### config.mk
export PLATFORM = sky130hd
export DESIGN_NAME = idmd_ram
export DESIGN_NICKNAME = d
export VERILOG_FILES = /design/src/rtl/idmd_ram.sv
export SDC_FILE = /design/constraint.sdc
export NUM_CORES = 2
export LEC_CHECK = 0
export BUFFER_PORTS_ARGS = -buffer_cell sky130_fd_sc_hd__buf_2
export CAP_MARGIN = 40
export CORE_ASPECT_RATIO = 2
export CORE_MARGIN = 2
export CORE_UTILIZATION = 40
export DETAILED_ROUTE_END_ITERATION = 16
export GPL_ROUTABILITY_DRIVEN = 0
export MAX_ROUTING_LAYER = met4
export PLACE_DENSITY = 0.54
export SLEW_MARGIN = 20
export SYNTH_ARGS = -nofsm -noshare
export SYNTH_HDL_FRONTEND = slang
export SYNTH_SLANG_ARGS = --single-unit
### constraint.sdc
create_clock -name clk -period 6.7 [get_ports clk]
set_clock_uncertainty 0.2 [all_clocks]
set_input_delay 0 -clock clk [delete_from_list [all_inputs] [get_ports clk]]
set_output_delay 0 -clock clk [all_outputs]
set_load 0.05 [all_outputs]
### src/rtl/idmd_ram.sv
// Generic single-port-write, single-port-read RAM with a registered read.
// Stands alone; no package is needed.
`default_nettype none

module idmd_ram #(
    parameter int WIDTH = 8,
    parameter int DEPTH = 256
) (
    input  wire logic                     clk,
    input  wire logic                     we,
    input  wire logic [$clog2(DEPTH)-1:0] waddr,
    input  wire logic [WIDTH-1:0]         wdata,
    input  wire logic                     re,
    input  wire logic [$clog2(DEPTH)-1:0] raddr,
    output logic      [WIDTH-1:0]         rdata
);

    logic [WIDTH-1:0] mem_reg [DEPTH];
    logic [WIDTH-1:0] rdata_reg;

    always_ff @(posedge clk)
    begin
        if (we)
        begin
            mem_reg[waddr] <= wdata;
        end
        if (re)
        begin
            rdata_reg <= mem_reg[raddr];
        end
    end

    assign rdata = rdata_reg;

endmodule

`default_nettype wire

==> impl_metrics.json <==
{
  "status": "finished, final reports clean",
  "min_period_ps": 3351,
  "crit_arrival_ps": 3690,
  "clock-root-buffer": "clkbuf_16",
  "wl_per_cell_um": 32.77,
  "ys_types": 54,
  "crit_path_top_delay_cell": "buf_4",
  "utilization": 0.4556,
  "path_cells": "buf_8, buf_4, buf_4, mux4_2, a22oi_1, a21oi_1, nor4_1, buf_2, nor4_1",
  "htreeDepth": 4,
  "synth-seq-area-share": 0.7753,
  "drt_pass1_iterations": 5,
  "numClockSinks": 2056,
  "path_buf_inv": 4,
  "crit_path_max_incr_delay_ps": 650,
  "clk_pin_slew_worst_paths_ps": 70,
  "clockBufferDepth": 4,
  "crit_cells": 9,
  "io_buffers": 34,
  "ir_drop_mv": 0.2083,
  "fp.coreArea_um2": 198000,
  "power_density_nw_per_um2": 285.5,
  "synth_seq_cells": 2056,
  "setup_viol": 0,
  "nets": 4058,
  "synthTopCellsByCount": "2,056 x edfxtp_1, 454 x mux4_2, 282 x nor2_1",
  "r2r_start": "mem_reg[138][0]$_DFFE_PP_",
  "synth_top_area_share": 0.7753,
  "rsz0062_at_grt": "false",
  "slew-limit-headroom": 0.1367,
  "p_leak_nw": 27.95,
  "synth_top_cell_by_area": "edfxtp_1",
  "ios": 35,
  "largest_reg_flops": 2048,
  "hp-class": "in -> reg",
  "cp.required_ps": 7040,
  "track_usage": 0.2228,
  "area_growth_pct": 13.28,
  "cts_tree": "built",
  "viasPerCell": 5.815,
  "die_h_um": 635.0,
  "drive_gt1_frac": 0.2579,
  "synth_cells": 3733,
  "fmax_ghz": 0.2984,
  "avgSynthCellArea_um2": 21.33,
  "cp_max_fo": 56,
  "initial_core_util": 0.4022,
  "finalCritPeriodShare": 0.5001,
  "grt_pass1_wl_mm": 311.1,
  "drtIter0Drc": 3449,
  "synth_most_common_cell": "edfxtp_1",
  "vias": 39160,
  "synth-edff-count": 2056,
  "finalSetupTns_ps": 0,
  "syn_area_um2": 79640,
  "clock_latency_ps": 830,
  "die_w_um": 319.5,
  "yosysWarningCount": 0,
  "endpoint_kind": "register",
  "post-place-ws_ps": 2479,
  "r2r_cells": 6,
  "synth.area.top_cells": "edfxtp_1 78%, mux4_2 13%, mux2i_1 1.7%",
  "grt_pass1_vias": 40510,
  "timing.final.ws_setup_ps": 3349,
  "worstHoldPathCells": 2,
  "total_power_mw": 25.76,
  "rrSetupSlack_ps": 3630,
  "hpwl_mm": 141.9,
  "remaining_drc_errors": 0,
  "critPathLaunchType": "input port",
  "r2r_end": "rdata[0]$_DFFE_PP_",
  "gr-total-overflow": 0,
  "hp-start": "wdata[6]",
  "final_max_slew_viol_count": 0,
  "finalHoldViolCount": 0,
  "worst_pin_slew_ps": 1295,
  "grt_max_degree": 196,
  "drv_cap": 0,
  "die-area_um2": 202900,
  "synth_flop_cell": "edfxtp_1",
  "ant_nets": 0,
  "async_flop_share": 0,
  "cts_resized": 0,
  "numCtsBuffers": 180,
  "whs_endpoint": "mem_reg[57][6]$_DFFE_PP_",
  "critical_path.top_delay_family": "buffers and inverters",
  "wirelength_mm": 220.7,
  "antenna_found_initial": 10,
  "synth_fp_nets": 3760,
  "worst-setup-path-type": "in -> reg",
  "row_count": 231
}
## worst max-delay path by stage
| stage | start | slack [ps] | end |
|---|---|---|---|
| 2_1_floorplan | raddr[0] | 4420 | rdata[2]$_DFFE_PP_ |
| 3_5_place_dp | raddr[0] | 2480 | rdata[7]$_DFFE_PP_ |
| 5_1_grt | raddr[0] | 3230 | rdata[7]$_DFFE_PP_ |
| 4_1_cts | raddr[0] | 3340 | rdata[7]$_DFFE_PP_ |
| 6_report | raddr[0] | 3350 | rdata[7]$_DFFE_PP_ |
| 3_3_place_gp | raddr[0] | 1650 | rdata[4]$_DFFE_PP_ |
## routing by layer
metal  vias up  track usage  routed length, um
met5         -            -                  0
met4         0      0.09600              10740
met3       407      0.02356               9238
met2      1236       0.4096             123000
met1     21270       0.2422              77710
li1      16250            -                  -
## where the power goes
part	internal [mW]	total [mW]	switching, mW	leakage [nW]
registers	14.2	14.2	0.0225	18.5
logic	0.450	1.37	0.916	6.76
clock network	5.54	10.2	4.65	2.71
## placed cells by master (no fill, tap or decap), drive strengths merged, types with 12 or more instances in the layout
cell and n:
nand3 34, o21ai 12, buf 328, a22oi 133, dlygate4sd3 21, clkinv 71
nand2 33, mux2i 134, nor2b 31, o221ai 47, nor2 282, o22ai 28
nor3 22, a21oi 96, edfxtp 2056, a221oi 14, bufinv 13, mux4 456
a211oi 16, clkbuf 224, nor4 27
## logic make-up after synthesis
logic type	after synthesis	synth area share
AOI/OAI and AO/OA	385	0.03416
buffers and inverters	235	0.01829
DFF	2056	0.7753
muxes	591	0.1460
and+or+nand+nor	466	0.02625
## final cells by class
type / count / area [um^2]
fill: 16670 / 107800
clock buffer: 224 / 4755
antenna: 7 / 17.52
tap: 2563 / 3207
sequential: 2056 / 61740
inverter: 2 / 7.507
multi-input combinational: 1442 / 16640
timing repair buffer: 349 / 3058
clock inverter: 92 / 787.0
## through the flow
step	cell area (um^2)	cells	hold slack [ps]
after floorplan	79640	3733	-101.1
after global placement	82600	6181	260.4
after detailed placement	83860	6323	272.8
after CTS	89600	6659	4.979
after global routing	90200	6733	41.23
final	90210	6735	21.25
## what timing repair did
action | in CTS | in global routing
hold buffers | 20 | 1
hold endpoints to repair | 1331 | 45
setup buffers | 0 | 0
(Power assumes the default switching activity.)
