**src/rtl/idmd_pkg.sv**
```systemverilog
// Package for the image difference mask block: sizes, codes, result and cell types.
// Used by every module of the block except the generic RAM.
`default_nettype none

package idmd_pkg;

    localparam int MAX_WIDTH  = 1024;
    localparam int MAX_HEIGHT = 1024;
    localparam int RADIUS     = 3;
    localparam int SPAN       = 2 * RADIUS + 1;
    localparam int HIST_W     = 2 * RADIUS;

    localparam int PIX_W      = 8;
    localparam int CFG_W      = 11;
    localparam int COORD_W    = 10;
    localparam int CFG_IDX_W  = 2;

    localparam int CNT_W      = $clog2(MAX_WIDTH + RADIUS);
    localparam int ROW_W      = $clog2(MAX_HEIGHT + RADIUS);
    localparam int ADDR_W     = $clog2(MAX_WIDTH);
    localparam int WIDEST_W   = (CNT_W > CFG_W) ? CNT_W : CFG_W;
    localparam int CMP_W      = ((WIDEST_W > ROW_W) ? WIDEST_W : ROW_W) + 1;

    localparam int IN_DATA_W  = 6 * PIX_W;
    localparam int OUT_BITS   = 1 + 2 * COORD_W;
    localparam int OUT_DATA_W = ((OUT_BITS + 7) / 8) * 8;

    localparam int OUT_DEPTH  = 3;
    localparam int OUT_PTR_W  = $clog2(OUT_DEPTH);
    localparam int OUT_CNT_W  = $clog2(OUT_DEPTH + 1);

    localparam int FRAME_WIDTH_RESET  = 640;
    localparam int FRAME_HEIGHT_RESET = 480;

    localparam logic [CFG_IDX_W-1:0] CFG_PARTIAL_MODE = CFG_IDX_W'(0);
    localparam logic [CFG_IDX_W-1:0] CFG_FRAME_WIDTH  = CFG_IDX_W'(1);
    localparam logic [CFG_IDX_W-1:0] CFG_FRAME_HEIGHT = CFG_IDX_W'(2);

    typedef struct packed {
        logic               mask_bit;
        logic [COORD_W-1:0] out_col;
        logic [COORD_W-1:0] out_row;
        logic               last_of_frame;
    } result_t;

    typedef struct packed {
        logic            shift;
        logic [SPAN-1:0] row_ok;
    } cell_ctrl_t;

    // Rows of one window column that belong to the window with its corners cut.
    function automatic logic [SPAN-1:0] used_mask(input int col);
        int              ax;
        int              ay;
        logic [SPAN-1:0] m;
        ax = (col >= RADIUS) ? (col - RADIUS) : (RADIUS - col);
        for (int b = 0; b < SPAN; b++)
        begin
            ay = (b >= RADIUS) ? (b - RADIUS) : (RADIUS - b);
            m[b] = !((ax == RADIUS && ay > 1) || (ay == RADIUS && ax > 1));
        end
        return m;
    endfunction

endpackage

`default_nettype wire

```
**src/rtl/idmd_cell.sv**
```systemverilog
// One column cell of the dilation window: holds one column vector and reports a hit.
// Depends on idmd_pkg.
`default_nettype none

module idmd_cell (
    input  wire logic                         clk,
    input  wire logic                         rst_n,
    input  wire idmd_pkg::cell_ctrl_t         ctrl,
    input  wire logic                         col_ok,
    input  wire logic [idmd_pkg::SPAN-1:0]    use_mask,
    input  wire logic [idmd_pkg::SPAN-1:0]    vec_in,
    output logic      [idmd_pkg::SPAN-1:0]    vec_out,
    output logic                              hit
);

    import idmd_pkg::*;

    logic [SPAN-1:0] vec_reg;
    logic [SPAN-1:0] vec_next;

    // The hit is taken on the vector that this cell holds after the shift.
    assign hit      = col_ok && (|(vec_in & use_mask & ctrl.row_ok));
    assign vec_next = ctrl.shift ? vec_in : vec_reg;
    assign vec_out  = vec_reg;

    always_ff @(posedge clk or negedge rst_n)
    begin
        if (!rst_n)
        begin
            vec_reg <= '0;
        end
        else
        begin
            vec_reg <= vec_next;
        end
    end

endmodule

`default_nettype wire

```
**config.mk**
```make
export PLATFORM = sky130hd
export DESIGN_NAME = idmd_cell
export DESIGN_NICKNAME = d
export VERILOG_FILES = /design/src/rtl/idmd_pkg.sv /design/src/rtl/idmd_cell.sv
export SDC_FILE = /design/constraint.sdc
export NUM_CORES = 1
export LEC_CHECK = 0
export ABC_AREA = 0
export BUFFER_PORTS_ARGS = -buffer_cell sky130_fd_sc_hd__buf_2
export CAP_MARGIN = 20
export CORE_AREA = 2 2 39 41
export DETAILED_ROUTE_END_ITERATION = 16
export DIE_AREA = 0 0 41 43
export GPL_TIMING_DRIVEN = 0
export PLACE_DENSITY_LB_ADDON = 0.08
export SYNTH_ARGS = -nofsm -noshare
export SYNTH_HDL_FRONTEND = slang
export SYNTH_SLANG_ARGS = --single-unit
```
**constraint.sdc**
```tcl
create_clock -name clk -period 0.8 [get_ports clk]
set_input_delay 0.16 -clock clk [delete_from_list [all_inputs] [get_ports clk]]
set_output_delay 0.16 -clock clk [all_outputs]
set_load 0.1 [all_outputs]
```
==> run_summary.xml <==
<?xml version="1.0" encoding="UTF-8"?>
<metrics>
  <group name="pwr">
    <metric name="p_leak" unit="uW">0.000391</metric>
    <metric name="p_per_area" unit="nW/um^2">1790</metric>
    <metric name="post-layout-total-power" unit="uW">1490</metric>
    <metric name="peakVddDrop" unit="uV">1330</metric>
  </group>
  <group name="grt">
    <metric name="wire_length_of_the_first_global_routing_pass" unit="um">1700</metric>
    <metric name="grt_max_degree" unit="">8</metric>
    <metric name="global_route.usage.total" unit="">0.152</metric>
    <metric name="antenna_found_initial" unit="">0</metric>
    <metric name="first_global_vias" unit="">383</metric>
    <metric name="gr-total-overflow" unit="">0</metric>
  </group>
  <group name="timing">
    <metric name="final_setup_slack_of_the_worst_path" unit="ns">-0.278</metric>
    <metric name="slew-limit-headroom" unit="">0.893</metric>
    <metric name="post-route-period-util" unit="">1.35</metric>
    <metric name="layout_skew" unit="ns">0</metric>
    <metric name="max_slew.worst_pin.slew" unit="ns">0.161</metric>
    <metric name="maxClockFrequency" unit="GHz">0.928</metric>
    <metric name="period_minus_slack" unit="ns">1.08</metric>
    <metric name="finalSetupViolations" unit="">15</metric>
    <metric name="final_max_slew_viol_count" unit="">0</metric>
    <metric name="final_hold_violating_endpoints" unit="">0</metric>
    <metric name="rsz0062_at_grt" unit="">true</metric>
  </group>
  <group name="finish">
    <metric name="fill_cells" unit="">107</metric>
    <metric name="diode_insertion_count_for_antenna_repair" unit="">0</metric>
    <metric name="drive_above_1_share" unit="">0.938</metric>
    <metric name="post-route-util" unit="">0.601</metric>
    <metric name="largest_reg_flops" unit="">7</metric>
    <metric name="flow.area_growth_from_synthesis" unit="%">141</metric>
    <metric name="nets" unit="">90</metric>
  </group>
  <group name="yosys">
    <metric name="synth.net_count" unit="">50</metric>
    <metric name="instance_count_of_the_mapped_netlist" unit="">25</metric>
    <metric name="ys_warn_count" unit="">0</metric>
    <metric name="ys_seq_area_frac" unit="">0.507</metric>
    <metric name="async_flop_share" unit="">1.00</metric>
    <metric name="ys_top_cells_by_count" unit="">8 x sky130_fd_sc_hd__nand3_1, 7 x sky130_fd_sc_hd__dfrtp_1, 7 x sky130_fd_sc_hd__mux2_4</metric>
    <metric name="synth.top_cell.area_share" unit="">0.507</metric>
    <metric name="synth_cell_area" unit="um^2">345</metric>
    <metric name="synth-main-ff-cell" unit="">sky130_fd_sc_hd__dfrtp_1</metric>
    <metric name="post_synth_top_area_cell" unit="">sky130_fd_sc_hd__dfrtp_1</metric>
    <metric name="number_of_flip_flops_and_latches_in_the_synthesized_netlist" unit="">7</metric>
    <metric name="post_synth.cell_area_avg" unit="um^2">13.8</metric>
    <metric name="yosys-top-cells-area" unit="">sky130_fd_sc_hd__dfrtp_1 51%, sky130_fd_sc_hd__mux2_4 30%, sky130_fd_sc_hd__nand3_1 12%</metric>
    <metric name="ys_types" unit="">6</metric>
    <metric name="synth-edff-count" unit="">0</metric>
    <metric name="synthMostInstantiatedCell" unit="">sky130_fd_sc_hd__nand3_1</metric>
  </group>
  <group name="floorplanning">
    <metric name="design.core.area" unit="um^2">1380</metric>
    <metric name="initial_core_util" unit="">0.250</metric>
    <metric name="fp-row-count" unit="">14</metric>
    <metric name="io_pins" unit="">33</metric>
    <metric name="fp.dieArea" unit="um^2">1760</metric>
    <metric name="chipHeight" unit="um">43</metric>
    <metric name="die_w" unit="um">41</metric>
  </group>
  <group name="routing">
    <metric name="detail-route-antenna-nets" unit="">0</metric>
    <metric name="drt_pass1_iterations" unit="">1</metric>
    <metric name="drc" unit="">0</metric>
    <metric name="avgViaCountPerCell" unit="">4.26</metric>
    <metric name="detail_route.iter0.violations" unit="">0</metric>
    <metric name="routed_wire_length_per_instance" unit="um">13.9</metric>
    <metric name="drt_wl_total" unit="um">1110</metric>
    <metric name="number_of_vias_in_the_routed_layout" unit="">341</metric>
  </group>
  <group name="setup_path">
    <metric name="crit_arrival" unit="ns">0.92</metric>
    <metric name="crit_type" unit="">reg2out</metric>
    <metric name="critical_path_cell_count" unit="">1</metric>
    <metric name="critical_path_cell_list" unit="">buf_12</metric>
    <metric name="cp_slowest_stage_delay" unit="ns">0.49</metric>
    <metric name="path_max_fanout" unit="">2</metric>
    <metric name="crit_path_top_delay_cell" unit="">sky130_fd_sc_hd__dfrtp_4</metric>
    <metric name="timing.reg2reg.worst_path_depth" unit="">2</metric>
    <metric name="worstSetupStartpointType" unit="">flip-flop</metric>
    <metric name="critical_path.top_delay_family" unit="">flip-flops</metric>
    <metric name="worst-endpoint-required" unit="ns">0.64</metric>
    <metric name="worst_path_buf_inv" unit="">1</metric>
    <metric name="critPathCaptureType" unit="">primary output</metric>
  </group>
  <group name="cts">
    <metric name="clk_root_buffer_cell" unit="">sky130_fd_sc_hd__clkbuf_4</metric>
    <metric name="clk_transition_reported_paths" unit="ns">0.05</metric>
    <metric name="cts-htree-levels" unit="">1</metric>
    <metric name="clock_path_buffers" unit="">2</metric>
    <metric name="later_pin_clock_latency_in_the_skew_report" unit="ns">0.25</metric>
    <metric name="cts_tree" unit="">yes</metric>
    <metric name="clkSinkCount" unit="">7</metric>
    <metric name="cts_inserted_buffers" unit="">3</metric>
  </group>
  <group name="status">
    <metric name="status" unit="">finished with violations</metric>
    <metric name="violations" unit="">negative setup slack</metric>
  </group>
  <group name="run">
    <metric name="max_cap_violations" unit="">0</metric>
  </group>
  <group name="placed_design">
    <metric name="gp_congestion" unit="">0.588</metric>
    <metric name="place.port_buffers" unit="">31</metric>
  </group>
  <group name="hold_path">
    <metric name="type_of_the_tightest_min_delay_check" unit="">in2reg</metric>
    <metric name="holdPathStages" unit="">2</metric>
  </group>
</metrics>
==> final timing paths <==
kind / start / endpoint / slack (ns)
worst max-delay path: vec_out[4] / vec_out[4] / -0.28
max in group asynchronous: rst_n / vec_out[1] / 0.34
min in group asynchronous: rst_n / vec_out[4] / 0.28
worst min register to register: vec_out[1] / vec_out[1] / 0.59
worst min-delay path: vec_in[3] / vec_out[3] / 0.14
worst max register to register: vec_out[4] / vec_out[4] / -0.18
==> per-stage QoR <==
stage / instance area [um^2] / hold slack, ns / setup TNS [ns] / worst slack [ns] / instances
floorplan: 379 / -0.136 / -1.59 / -0.227 / 25
global placement: 554 / 0.00456 / -1.73 / -0.343 / 72
detailed placement: 554 / 0.00277 / -1.74 / -0.341 / 72
CTS: 800 / 0.135 / -2.81 / -0.274 / 80
global route: 832 / 0.134 / -3.02 / -0.301 / 80
finish: 832 / 0.141 / -2.74 / -0.278 / 80
==> per-layer routing <==
layer / global-route usage / routed length, um / share of wire / up-vias
met4: 0.0400 / 0 / 0 / 0
met3: 0.0838 / 49 / 0.044 / 0
met5: 0 / 0 / 0 / -
met1: 0.160 / 368 / 0.33 / 161
li1: - / - / - / 170
met2: 0.250 / 689 / 0.62 / 10
==> power breakdown <==
group          internal [uW]  switching, uW  leakage (uW)
sequential               414           40.2     0.0000754
clock                    190            125     0.0000150
combinational            322            397      0.000300
total                    925            562      0.000391
==> cell families (layout without fill, tap and decap cells) <==
family,count (synthesis),after routing,synth area share
AND/OR/NAND/NOR,9,9,0.134
multiplexers,7,7,0.304
flip-flops,7,7,0.507
AO/OA/AOI/OAI,1,1,0.0217
buffers and inverters,1,40,0.0326
==> what timing repair did <==
item | in CTS | in global routing
hold endpoints to repair | 7 | 0
pin swaps | 6 | 3
buffers inserted | 3 | 0
setup endpoints to repair | 15 | 15
hold buffers | 1 | 0
resized for setup | 44 | 6
==> layout make-up <==
cell class              instances  area [um^2]  share of cell area
multi-input cells              17          201               0.242
repair buffers                 35          372               0.447
well taps                      16         20.0              0.0241
plain buffers                   1         11.3              0.0135
flip-flops and latches          7          201               0.242
clock buffers                   4         26.3              0.0316
==> placed cells by master (no fill, tap or decap), drive strengths merged <==
cell type     n
dfrtp         7
o21a          1
dlygate4sd3   1
clkbuf        4
buf          35
nand4         1
mux2          7
nand3         8
(Power assumes the default switching activity.)
