--- src/rtl/idmd_pkg.sv ---
// Package for the image difference mask block: sizes, codes, result and cell types.
// Used by every module of the block except the generic RAM.
`default_nettype none

package idmd_pkg;

    localparam int MAX_WIDTH  = 1024;
    localparam int MAX_HEIGHT = 1024;
    localparam int RADIUS     = 3;
    localparam int SPAN       = 2 * RADIUS + 1;
    localparam int HIST_W     = 2 * RADIUS;

    localparam int PIX_W      = 8;
    localparam int CFG_W      = 11;
    localparam int COORD_W    = 10;
    localparam int CFG_IDX_W  = 2;

    localparam int CNT_W      = $clog2(MAX_WIDTH + RADIUS);
    localparam int ROW_W      = $clog2(MAX_HEIGHT + RADIUS);
    localparam int ADDR_W     = $clog2(MAX_WIDTH);
    localparam int WIDEST_W   = (CNT_W > CFG_W) ? CNT_W : CFG_W;
    localparam int CMP_W      = ((WIDEST_W > ROW_W) ? WIDEST_W : ROW_W) + 1;

    localparam int IN_DATA_W  = 6 * PIX_W;
    localparam int OUT_BITS   = 1 + 2 * COORD_W;
    localparam int OUT_DATA_W = ((OUT_BITS + 7) / 8) * 8;

    localparam int OUT_DEPTH  = 3;
    localparam int OUT_PTR_W  = $clog2(OUT_DEPTH);
    localparam int OUT_CNT_W  = $clog2(OUT_DEPTH + 1);

    localparam int FRAME_WIDTH_RESET  = 640;
    localparam int FRAME_HEIGHT_RESET = 480;

    localparam logic [CFG_IDX_W-1:0] CFG_PARTIAL_MODE = CFG_IDX_W'(0);
    localparam logic [CFG_IDX_W-1:0] CFG_FRAME_WIDTH  = CFG_IDX_W'(1);
    localparam logic [CFG_IDX_W-1:0] CFG_FRAME_HEIGHT = CFG_IDX_W'(2);

    typedef struct packed {
        logic               mask_bit;
        logic [COORD_W-1:0] out_col;
        logic [COORD_W-1:0] out_row;
        logic               last_of_frame;
    } result_t;

    typedef struct packed {
        logic            shift;
        logic [SPAN-1:0] row_ok;
    } cell_ctrl_t;

    // Rows of one window column that belong to the window with its corners cut.
    function automatic logic [SPAN-1:0] used_mask(input int col);
        int              ax;
        int              ay;
        logic [SPAN-1:0] m;
        ax = (col >= RADIUS) ? (col - RADIUS) : (RADIUS - col);
        for (int b = 0; b < SPAN; b++)
        begin
            ay = (b >= RADIUS) ? (b - RADIUS) : (RADIUS - b);
            m[b] = !((ax == RADIUS && ay > 1) || (ay == RADIUS && ax > 1));
        end
        return m;
    endfunction

endpackage

`default_nettype wire

--- src/rtl/idmd_fifo.sv ---
// Small result queue that decouples the pipeline from the output handshake.
// Depends on idmd_pkg.
`default_nettype none

module idmd_fifo (
    input  wire logic                           clk,
    input  wire logic                           rst_n,
    input  wire logic                           push,
    input  wire idmd_pkg::result_t              push_data,
    output logic                                out_valid,
    input  wire logic                           out_ready,
    output idmd_pkg::result_t                   out_data,
    output logic      [idmd_pkg::OUT_CNT_W-1:0] count
);

    import idmd_pkg::*;

    result_t                entry_reg [OUT_DEPTH];
    logic [OUT_PTR_W-1:0]   wr_ptr_reg;
    logic [OUT_PTR_W-1:0]   wr_ptr_next;
    logic [OUT_PTR_W-1:0]   rd_ptr_reg;
    logic [OUT_PTR_W-1:0]   rd_ptr_next;
    logic [OUT_CNT_W-1:0]   count_reg;
    logic [OUT_CNT_W-1:0]   count_next;
    logic                   pop;

    assign out_valid = (count_reg != '0);
    assign out_data  = entry_reg[rd_ptr_reg];
    assign count     = count_reg;
    assign pop       = out_valid && out_ready;

    always_comb
    begin
        wr_ptr_next = wr_ptr_reg;
        rd_ptr_next = rd_ptr_reg;
        count_next  = count_reg;
        if (push)
        begin
            wr_ptr_next = (wr_ptr_reg == OUT_PTR_W'(OUT_DEPTH - 1)) ? '0 : wr_ptr_reg + 1'b1;
        end
        if (pop)
        begin
            rd_ptr_next = (rd_ptr_reg == OUT_PTR_W'(OUT_DEPTH - 1)) ? '0 : rd_ptr_reg + 1'b1;
        end
        if (push && !pop)
        begin
            count_next = count_reg + 1'b1;
        end
        else if (pop && !push)
        begin
            count_next = count_reg - 1'b1;
        end
    end

    always_ff @(posedge clk or negedge rst_n)
    begin
        if (!rst_n)
        begin
            wr_ptr_reg <= '0;
            rd_ptr_reg <= '0;
            count_reg  <= '0;
        end
        else
        begin
            wr_ptr_reg <= wr_ptr_next;
            rd_ptr_reg <= rd_ptr_next;
            count_reg  <= count_next;
        end
    end

    always_ff @(posedge clk)
    begin
        if (push)
        begin
            entry_reg[wr_ptr_reg] <= push_data;
        end
    end

endmodule

`default_nettype wire

--- config.mk ---
export PLATFORM = sky130hd
export DESIGN_NAME = idmd_fifo
export DESIGN_NICKNAME = d
export VERILOG_FILES = /design/src/rtl/idmd_pkg.sv /design/src/rtl/idmd_fifo.sv
export SDC_FILE = /design/constraint.sdc
export NUM_CORES = 1
export LEC_CHECK = 0
export BUFFER_PORTS_ARGS = -buffer_cell sky130_fd_sc_hd__buf_2
export CELL_PAD_IN_SITES_DETAIL_PLACEMENT = 0
export CELL_PAD_IN_SITES_GLOBAL_PLACEMENT = 2
export CORE_ASPECT_RATIO = 0.8
export CORE_MARGIN = 2
export CORE_UTILIZATION = 39
export DETAILED_ROUTE_END_ITERATION = 16
export PLACE_DENSITY_LB_ADDON = 0.3
export SLEW_MARGIN = 40
export SYNTH_ARGS = -nofsm -noshare
export SYNTH_HDL_FRONTEND = slang
export SYNTH_SLANG_ARGS = --single-unit
--- constraint.sdc ---
create_clock -name clk -period 3.3 [get_ports clk]
set_input_delay 0.33 -clock clk [delete_from_list [all_inputs] [get_ports clk]]
set_output_delay 0.33 -clock clk [all_outputs]
set_load 0.02 [all_outputs]
==> impl_metrics.env, run 1 <==
export IMPL_timing_rr_end="entry_reg[1][9]"
export IMPL_cts_inserted_buffers=9
export IMPL_cp_end_kind="output port"
export IMPL_largest_reg_flops=66
export IMPL_clkTransAtPathRegs_ps=70
export IMPL_die_w_um=97.91
export IMPL_final_cell_area_sq_um=3328
export IMPL_outcome="complete, no violations"
export IMPL_min_from="push_data[14]"
export IMPL_dpl_instance_area_sq_um=3097
export IMPL_wl_per_cell_um=15.13
export IMPL_via_per_inst=4.719
export IMPL_synth_area_sq_um=2751
export IMPL_cts_resized=0
export IMPL_hpwl_um=3170
export IMPL_grt_pass1_wl_um=8107
export IMPL_detailroute_via_count=1496
export IMPL_final_cell_mix="66 x edfxtp_1, 50 x buf_2, 24 x nand2_1"
export IMPL_die_h_um=79.13
export IMPL_grtUsageTotal=0.1398
export IMPL_min_path_type="in2reg"
export IMPL_arrival_ps=1860
export IMPL_cp_start_kind="register"
export IMPL_grt_ovfl_total=0
export IMPL_cts_root_to_sink_buffers=2
export IMPL_drtIter0Drc=66
export IMPL_critPathKind="reg2out"
export IMPL_syn_inst=165
export IMPL_final_layout_size_suffix_gt1_frac=0.3435
export IMPL_insertedDiodeCount=0
export IMPL_core_sq_um=6858
export IMPL_min_to="entry_reg[2][14]"
export IMPL_io_pins=51
export IMPL_dieArea_sq_um=7747
export IMPL_initial_core_util=0.4012
export IMPL_peakVddDrop_v=0.0004707
export IMPL_core_rowCount=27
export IMPL_power_leakage_nw=1.269
export IMPL_finalMaxSlewViolations=0
export IMPL_cts_htree_levels=3
export IMPL_io_buffer_count=50
export IMPL_wl_um=4795
export IMPL_cts_tree="yes"
export IMPL_clock_fmax_ghz=0.4557
export IMPL_holdPathStages=1
export IMPL_setup_viol=0
export IMPL_p_per_area_nw_per_um2=915.2
export IMPL_ff2ff_path_depth=3
export IMPL_slew_headroom=0.5794
export IMPL_layout_nets=252
export IMPL_synthToLayoutAreaGrowth_pct=20.96
export IMPL_skew_ps=10.21
export IMPL_cp_required_ps=2970
export IMPL_syn_nets=192
export IMPL_cts_setup_buffers=0
export IMPL_cap_violations=0
export IMPL_avgSynthCellArea_sq_um=16.68
export IMPL_cts_sinks=72
export IMPL_regToRegSetupSlack_ps=1620
export IMPL_synth_cell_types=22
export IMPL_gp_congestion=0.6461
export IMPL_synth_seq_cells=72
export IMPL_finalCriticalPeriod_ps=2195
export IMPL_grt_antenna_before_repair=0
export IMPL_ctsRootBufferMaster="clkbuf_8"
export IMPL_grt_pass1_vias=1626
export IMPL_ys_seq_area_frac=0.7749
export IMPL_clk_latency_ps=340
export IMPL_ys_warnings_count=0
export IMPL_fillers=597
export IMPL_worst_slew_pin_slew_ps=630.2
export IMPL_final_hold_violation_count=0
export IMPL_drt_pass1_iter_count=4
export IMPL_ant_nets=0
export IMPL_timing_final_crit_share=0.6650
export IMPL_grt_max_degree=27
export IMPL_drc=0
export IMPL_crit_fanout=18
export IMPL_r2r_start="wr_ptr_reg[0]"
export IMPL_rsz0062_at_grt="no"
export IMPL_tns_ps=0
export IMPL_final_common_cell="edfxtp_1"
[cell type report]
class                           count  area, sq um  share of cell area
Tap cell                           87        108.9             0.03271
Multi-Input combinational cell     84        556.8              0.1673
Inverter                            1        3.754            0.001128
Clock inverter                      7        96.34             0.02895
Clock buffer                        9        123.9             0.03722
Timing Repair Buffer               57        305.3             0.09173
Sequential cell                    72         2133              0.6410
[power by group]
| part | total [mW] | switching, mW | internal (mW) |
|---|---|---|---|
| Combinational | 0.985 | 0.625 | 0.360 |
| Sequential | 1.31 | 0.126 | 1.18 |
| Clock | 0.754 | 0.328 | 0.426 |
[worst max path at each step]
stage                              from               end  slack, ps  cells past startpoint
after detailed placement  rd_ptr_reg[1]      out_data[16]       1360                      4
final                     rd_ptr_reg[0]      out_data[12]       1110                      4
after CTS                 rd_ptr_reg[1]      out_data[16]        970                      4
after global routing      rd_ptr_reg[0]      out_data[12]        970                      4
after floorplan           wr_ptr_reg[0]   entry_reg[2][0]        780                      1
after global placement             push  entry_reg[0][10]       1310                      4
[layer usage]
metal / vias up / GRT usage / routed length [um]
met5: - / 0 / 0
met4: 0 / 0.05000 / 66
met3: 8 / 0.05106 / 238
met2: 37 / 0.2274 / 2317
met1: 717 / 0.1734 / 2172
li1: 734 / - / -
[critical path, cell delays in order (launching register included)]
cell and delay [ps]:
dfrtp_1 580, buf_4 400, mux2i_1 290, o21ai_1 90, buf_2 170
[cell usage after synthesis]
master    number  area, sq um
nor3_2         1        10.01
or2_2          1        6.260
nand2_1       24        90.09
edfxtp_1      66         1982
buf_2          3        15.01
nor3b_1        1        7.510
mux2i_1       22        220.2
ha_1           1        12.51
clkbuf_1       1        3.750
buf_12         2        40.04
buf_6          1        11.26
xnor2_1        1        8.760
o21ai_2        1        8.760
nor3_1         1        5.000
o21ai_1       23        115.1
inv_1          1        3.750
buf_4          1        7.510
dfrtp_1        6        150.1
nand2b_1       1        6.260
nor2_1         2        7.510
a21o_1         3        22.52
xor2_1         2        17.52
[through the flow]
stage | util | cells | hold slack, ps | setup WS [ps] | power [mW]
floorplan | - | 165 | 34.41 | 781.7 | 2.040
global placement | 0.4506 | 300 | 159.0 | 1309 | 2.305
detailed placement | 0.4516 | 300 | 161.8 | 1362 | 2.332
CTS | 0.4851 | 317 | 166.7 | 968.4 | 3.090
global route | 0.4853 | 317 | 165.4 | 970.2 | 3.235
finish | 0.4853 | 317 | 187.9 | 1105 | 3.046
[cell families (layout without fill, tap and decap cells)]
| logic type | count (synthesis) | after routing | synth area share |
|---|---|---|---|
| DFF | 72 | 72 | 0.7749 |
| and+or+nand+nor | 31 | 31 | 0.04821 |
| AOI/OAI and AO/OA | 27 | 27 | 0.05321 |
| muxes | 22 | 22 | 0.08004 |
| buffers and inverters | 9 | 74 | 0.02956 |
| xor gates and xnor gates | 3 | 3 | 0.009552 |
| adders and majority gates | 1 | 1 | 0.004547 |
[repair_timing]
item	in CTS	in global routing
hold buffers	1	0
endpoints found under the hold margin	6	0
endpoints found under the setup margin	0	0
Power figures use the tool's default switching activity.
==> inputs of run 2 (changes only) <==
--- a/config.mk
+++ b/config.mk
@@ -5,12 +5,13 @@
 export SDC_FILE = /design/constraint.sdc
 export NUM_CORES = 1
 export LEC_CHECK = 0
+export ABC_AREA = 1
 export BUFFER_PORTS_ARGS = -buffer_cell sky130_fd_sc_hd__buf_2
 export CELL_PAD_IN_SITES_DETAIL_PLACEMENT = 0
 export CELL_PAD_IN_SITES_GLOBAL_PLACEMENT = 2
 export CORE_ASPECT_RATIO = 0.8
 export CORE_MARGIN = 2
-export CORE_UTILIZATION = 39
+export CORE_UTILIZATION = 34
 export DETAILED_ROUTE_END_ITERATION = 16
 export PLACE_DENSITY_LB_ADDON = 0.3
 export SLEW_MARGIN = 40
==> constraint.sdc (replaced) <==
create_clock -name clk -period 1.8 [get_ports clk]
set_input_delay 0.18 -clock clk [delete_from_list [all_inputs] [get_ports clk]]
set_output_delay 0.18 -clock clk [all_outputs]
set_load 0.02 [all_outputs]
==> run 2 against run 1 <==
Register-to-register slack lost 1200 ps; first-iteration DRC count increased by 3.0%; clock skew fell by 2.0 ps; critical path depth grew 1; via count is 9.5% higher; non-clock buffer count rose by 8; global-route usage down 1.2 points; utilization is 6.2 points lower; sequential share of layout area shrank 3.9 points; sequential power increased by 76%; cell area up 6.4%; wire length rose by 11%; largest power group is now combinational logic; highest routed layer unchanged.
==> impl_metrics.env, run 2 <==
export IMPL_timing_final_crit_share=0.9187
export IMPL_grt_pass1_wl_um=8521
export IMPL_tns_ps=0
export IMPL_grt_pass1_vias=1639
export IMPL_cp_end_kind="output port"
export IMPL_io_buffer_count=50
export IMPL_holdPathStages=1
export IMPL_timing_rr_end="count[1]"
export IMPL_worst_slew_pin_slew_ps=207.0
export IMPL_ant_nets=0
export IMPL_arrival_ps=1470
export IMPL_synth_area_sq_um=2889
export IMPL_power_leakage_nw=1.460
export IMPL_hold_ws_ps=38.12
export IMPL_detailroute_via_count=1638
export IMPL_synth_ff_type="edfxtp_1"
export IMPL_ff2ff_path_depth=8
export IMPL_cts_tree="yes"
export IMPL_syn_inst=200
export IMPL_ys_seq_area_frac=0.7380
export IMPL_final_hold_violation_count=0
export IMPL_final_cell_mix="66 x edfxtp_1, 57 x nand2_1, 50 x buf_2"
export IMPL_cp_start_kind="register"
export IMPL_core_rowCount=30
export IMPL_cp_endpoint="out_data[11]"
export IMPL_dpl_instance_area_sq_um=3306
export IMPL_cts_sinks=72
export IMPL_grt_ovfl_total=0
export IMPL_drc=0
export IMPL_ctsRootBufferMaster="clkbuf_8"
export IMPL_finalCriticalPeriod_ps=1654
export IMPL_synth_seq_cells=72
export IMPL_cts_htree_levels=3
export IMPL_clk_latency_ps=340
export IMPL_final_cell_area_sq_um=3542
export IMPL_syn_nets=227
export IMPL_critPathKind="reg2out"
export IMPL_clock_fmax_ghz=0.6047
export IMPL_skew_ps=8.185
export IMPL_synth_edf_count=66
export IMPL_cap_violations=0
export IMPL_synthTopCellsByArea="edfxtp_1 69%, nand2_1 7.4%, nand3_2 6.9%"
export IMPL_rsz0062_at_grt="no"
export IMPL_min_path_type="in2reg"
export IMPL_grtUsageTotal=0.1277
export IMPL_grt_max_degree=20
export IMPL_grt_antenna_before_repair=0
export IMPL_cts_root_to_sink_buffers=2
export IMPL_wl_um=5322
export IMPL_yosysMostFrequentCell="edfxtp_1"
export IMPL_cts_inserted_buffers=9
export IMPL_insertedDiodeCount=0
export IMPL_layout_nets=296
export IMPL_crit_fanout=14
export IMPL_final_layout_size_suffix_gt1_frac=0.4599
export IMPL_die_h_um=86.45
export IMPL_ys_warnings_count=0
export IMPL_regToRegSetupSlack_ps=430
export IMPL_drtIter0Drc=68
export IMPL_synth_top_area_frac=0.6860
export IMPL_peakVddDrop_v=0.0006454
export IMPL_setup_viol=0
export IMPL_drt_pass1_iter_count=4
export IMPL_r2r_start="count[0]"
export IMPL_avgSynthCellArea_sq_um=14.45
export IMPL_synth_commonest_cells="66 x edfxtp_1, 57 x nand2_1, 20 x nand2_2, 20 x nand3_2, 7 x nand3_1"
export IMPL_synthToLayoutAreaGrowth_pct=22.61
export IMPL_crit_start="rd_ptr_reg[1]"
export IMPL_final_common_cell="edfxtp_1"
export IMPL_clkTransAtPathRegs_ps=80
export IMPL_dieArea_sq_um=9255
export IMPL_yosys_area_top_type="edfxtp_1"
export IMPL_finalMaxSlewViolations=0
export IMPL_p_per_area_nw_per_um2=1713
export IMPL_largest_reg_flops=66
export IMPL_outcome="complete, no violations"
export IMPL_io_pins=51
export IMPL_gp_congestion=0.6965
export IMPL_initial_core_util=0.3451
export IMPL_cp_required_ps=1620
export IMPL_synth_cell_types=19
export IMPL_wl_per_cell_um=13.79
export IMPL_die_w_um=107.1
export IMPL_core_sq_um=8371
export IMPL_slew_headroom=0.8620
export IMPL_via_per_inst=4.244
export IMPL_hpwl_um=3563
export IMPL_ys_async_sr_fraction=0.08333
[run 2: cell types whose count changed in the layout (fill, tap and decap cells not counted), sizes merged, moves of 2 or more]
cell      delta
xor2         -2
clkinvlp     +2
clkinv       -2
mux2i       -22
nand2       +53
o21ai       -22
buf          +8
inv          +9
nand3       +27
nor3         -2
a21o         -3
[run 2: layout make-up]
cell class / instances / area (sq um)
Sequential cell: 72 / 2133
Timing Repair Buffer: 65 / 390.4
Clock inverter: 7 / 71.32
Fill cell: 788 / 4828
Inverter: 9 / 33.78
Clock buffer: 9 / 123.9
Multi-Input combinational cell: 112 / 649.4
Tap cell: 112 / 140.1
[run 2: routing by layer]
layer / GRT usage / vias to the layer above / wire (um)
li1: - / 830 / -
met1: 0.1723 / 762 / 2618
met2: 0.1881 / 37 / 2358
met3: 0.05188 / 9 / 264
met4: 0.04250 / 0 / 81
met5: 0 / - / 0
[run 2: logic make-up (layout without fill, tap and decap cells)]
logic type                 after synthesis  count (layout)  share of synthesized area
and+or+nand+nor                        108             108                     0.2131
DFF                                     72              72                     0.7380
AOI/OAI and AO/OA                        2               2                   0.003465
adders and majority gates                1               1                   0.004330
buffers and inverters                   16              90                    0.03811
xor gates and xnor gates                 1               1                   0.003032
[run 2: critical path, cell delays in order (launching register included)]
cell	delay, ps
dfrtp_2	470
nor2_8	180
buf_12	180
nand2_2	60
nand3_2	70
buf_2	160
[run 2: worst min-delay path by stage]
stage	from	to	slack, ps
6_report	push_data[5]	entry_reg[2][5]	40
5_1_grt	push_data[14]	entry_reg[2][14]	10
4_1_cts	push_data[21]	entry_reg[0][21]	30
3_3_place_gp	rst_n	count[1]	20
3_5_place_dp	rst_n	count[1]	20
2_1_floorplan	rst_n	count[0]	-120
[run 2: timing repair]
action                     CTS  global route
buffers inserted             0             4
gates cloned                 0             0
hold buffers                 1             0
resized for setup            0             1
pin swaps                    1             1
setup endpoints to repair    1            18
hold endpoints to repair     6             0
[run 2: power breakdown]
| part | internal (mW) | total [mW] | switching (mW) |
|---|---|---|---|
| registers | 2.16 | 2.30 | 0.132 |
| clock network | 0.639 | 1.24 | 0.598 |
| logic | 0.907 | 2.53 | 1.63 |
[run 2: metrics by stage]
stage | setup WS [ps] | std cells | total power [mW] | util
after detailed placement | 379.9 | 365 | 4.844 | 0.3949
final | 146.3 | 386 | 6.067 | 0.4232
after floorplan | 267.8 | 200 | 4.070 | -
after global placement | 385.8 | 365 | 4.840 | 0.3949
after CTS | 0.1399 | 382 | 6.098 | 0.4194
after global routing | 58.13 | 386 | 6.464 | 0.4232
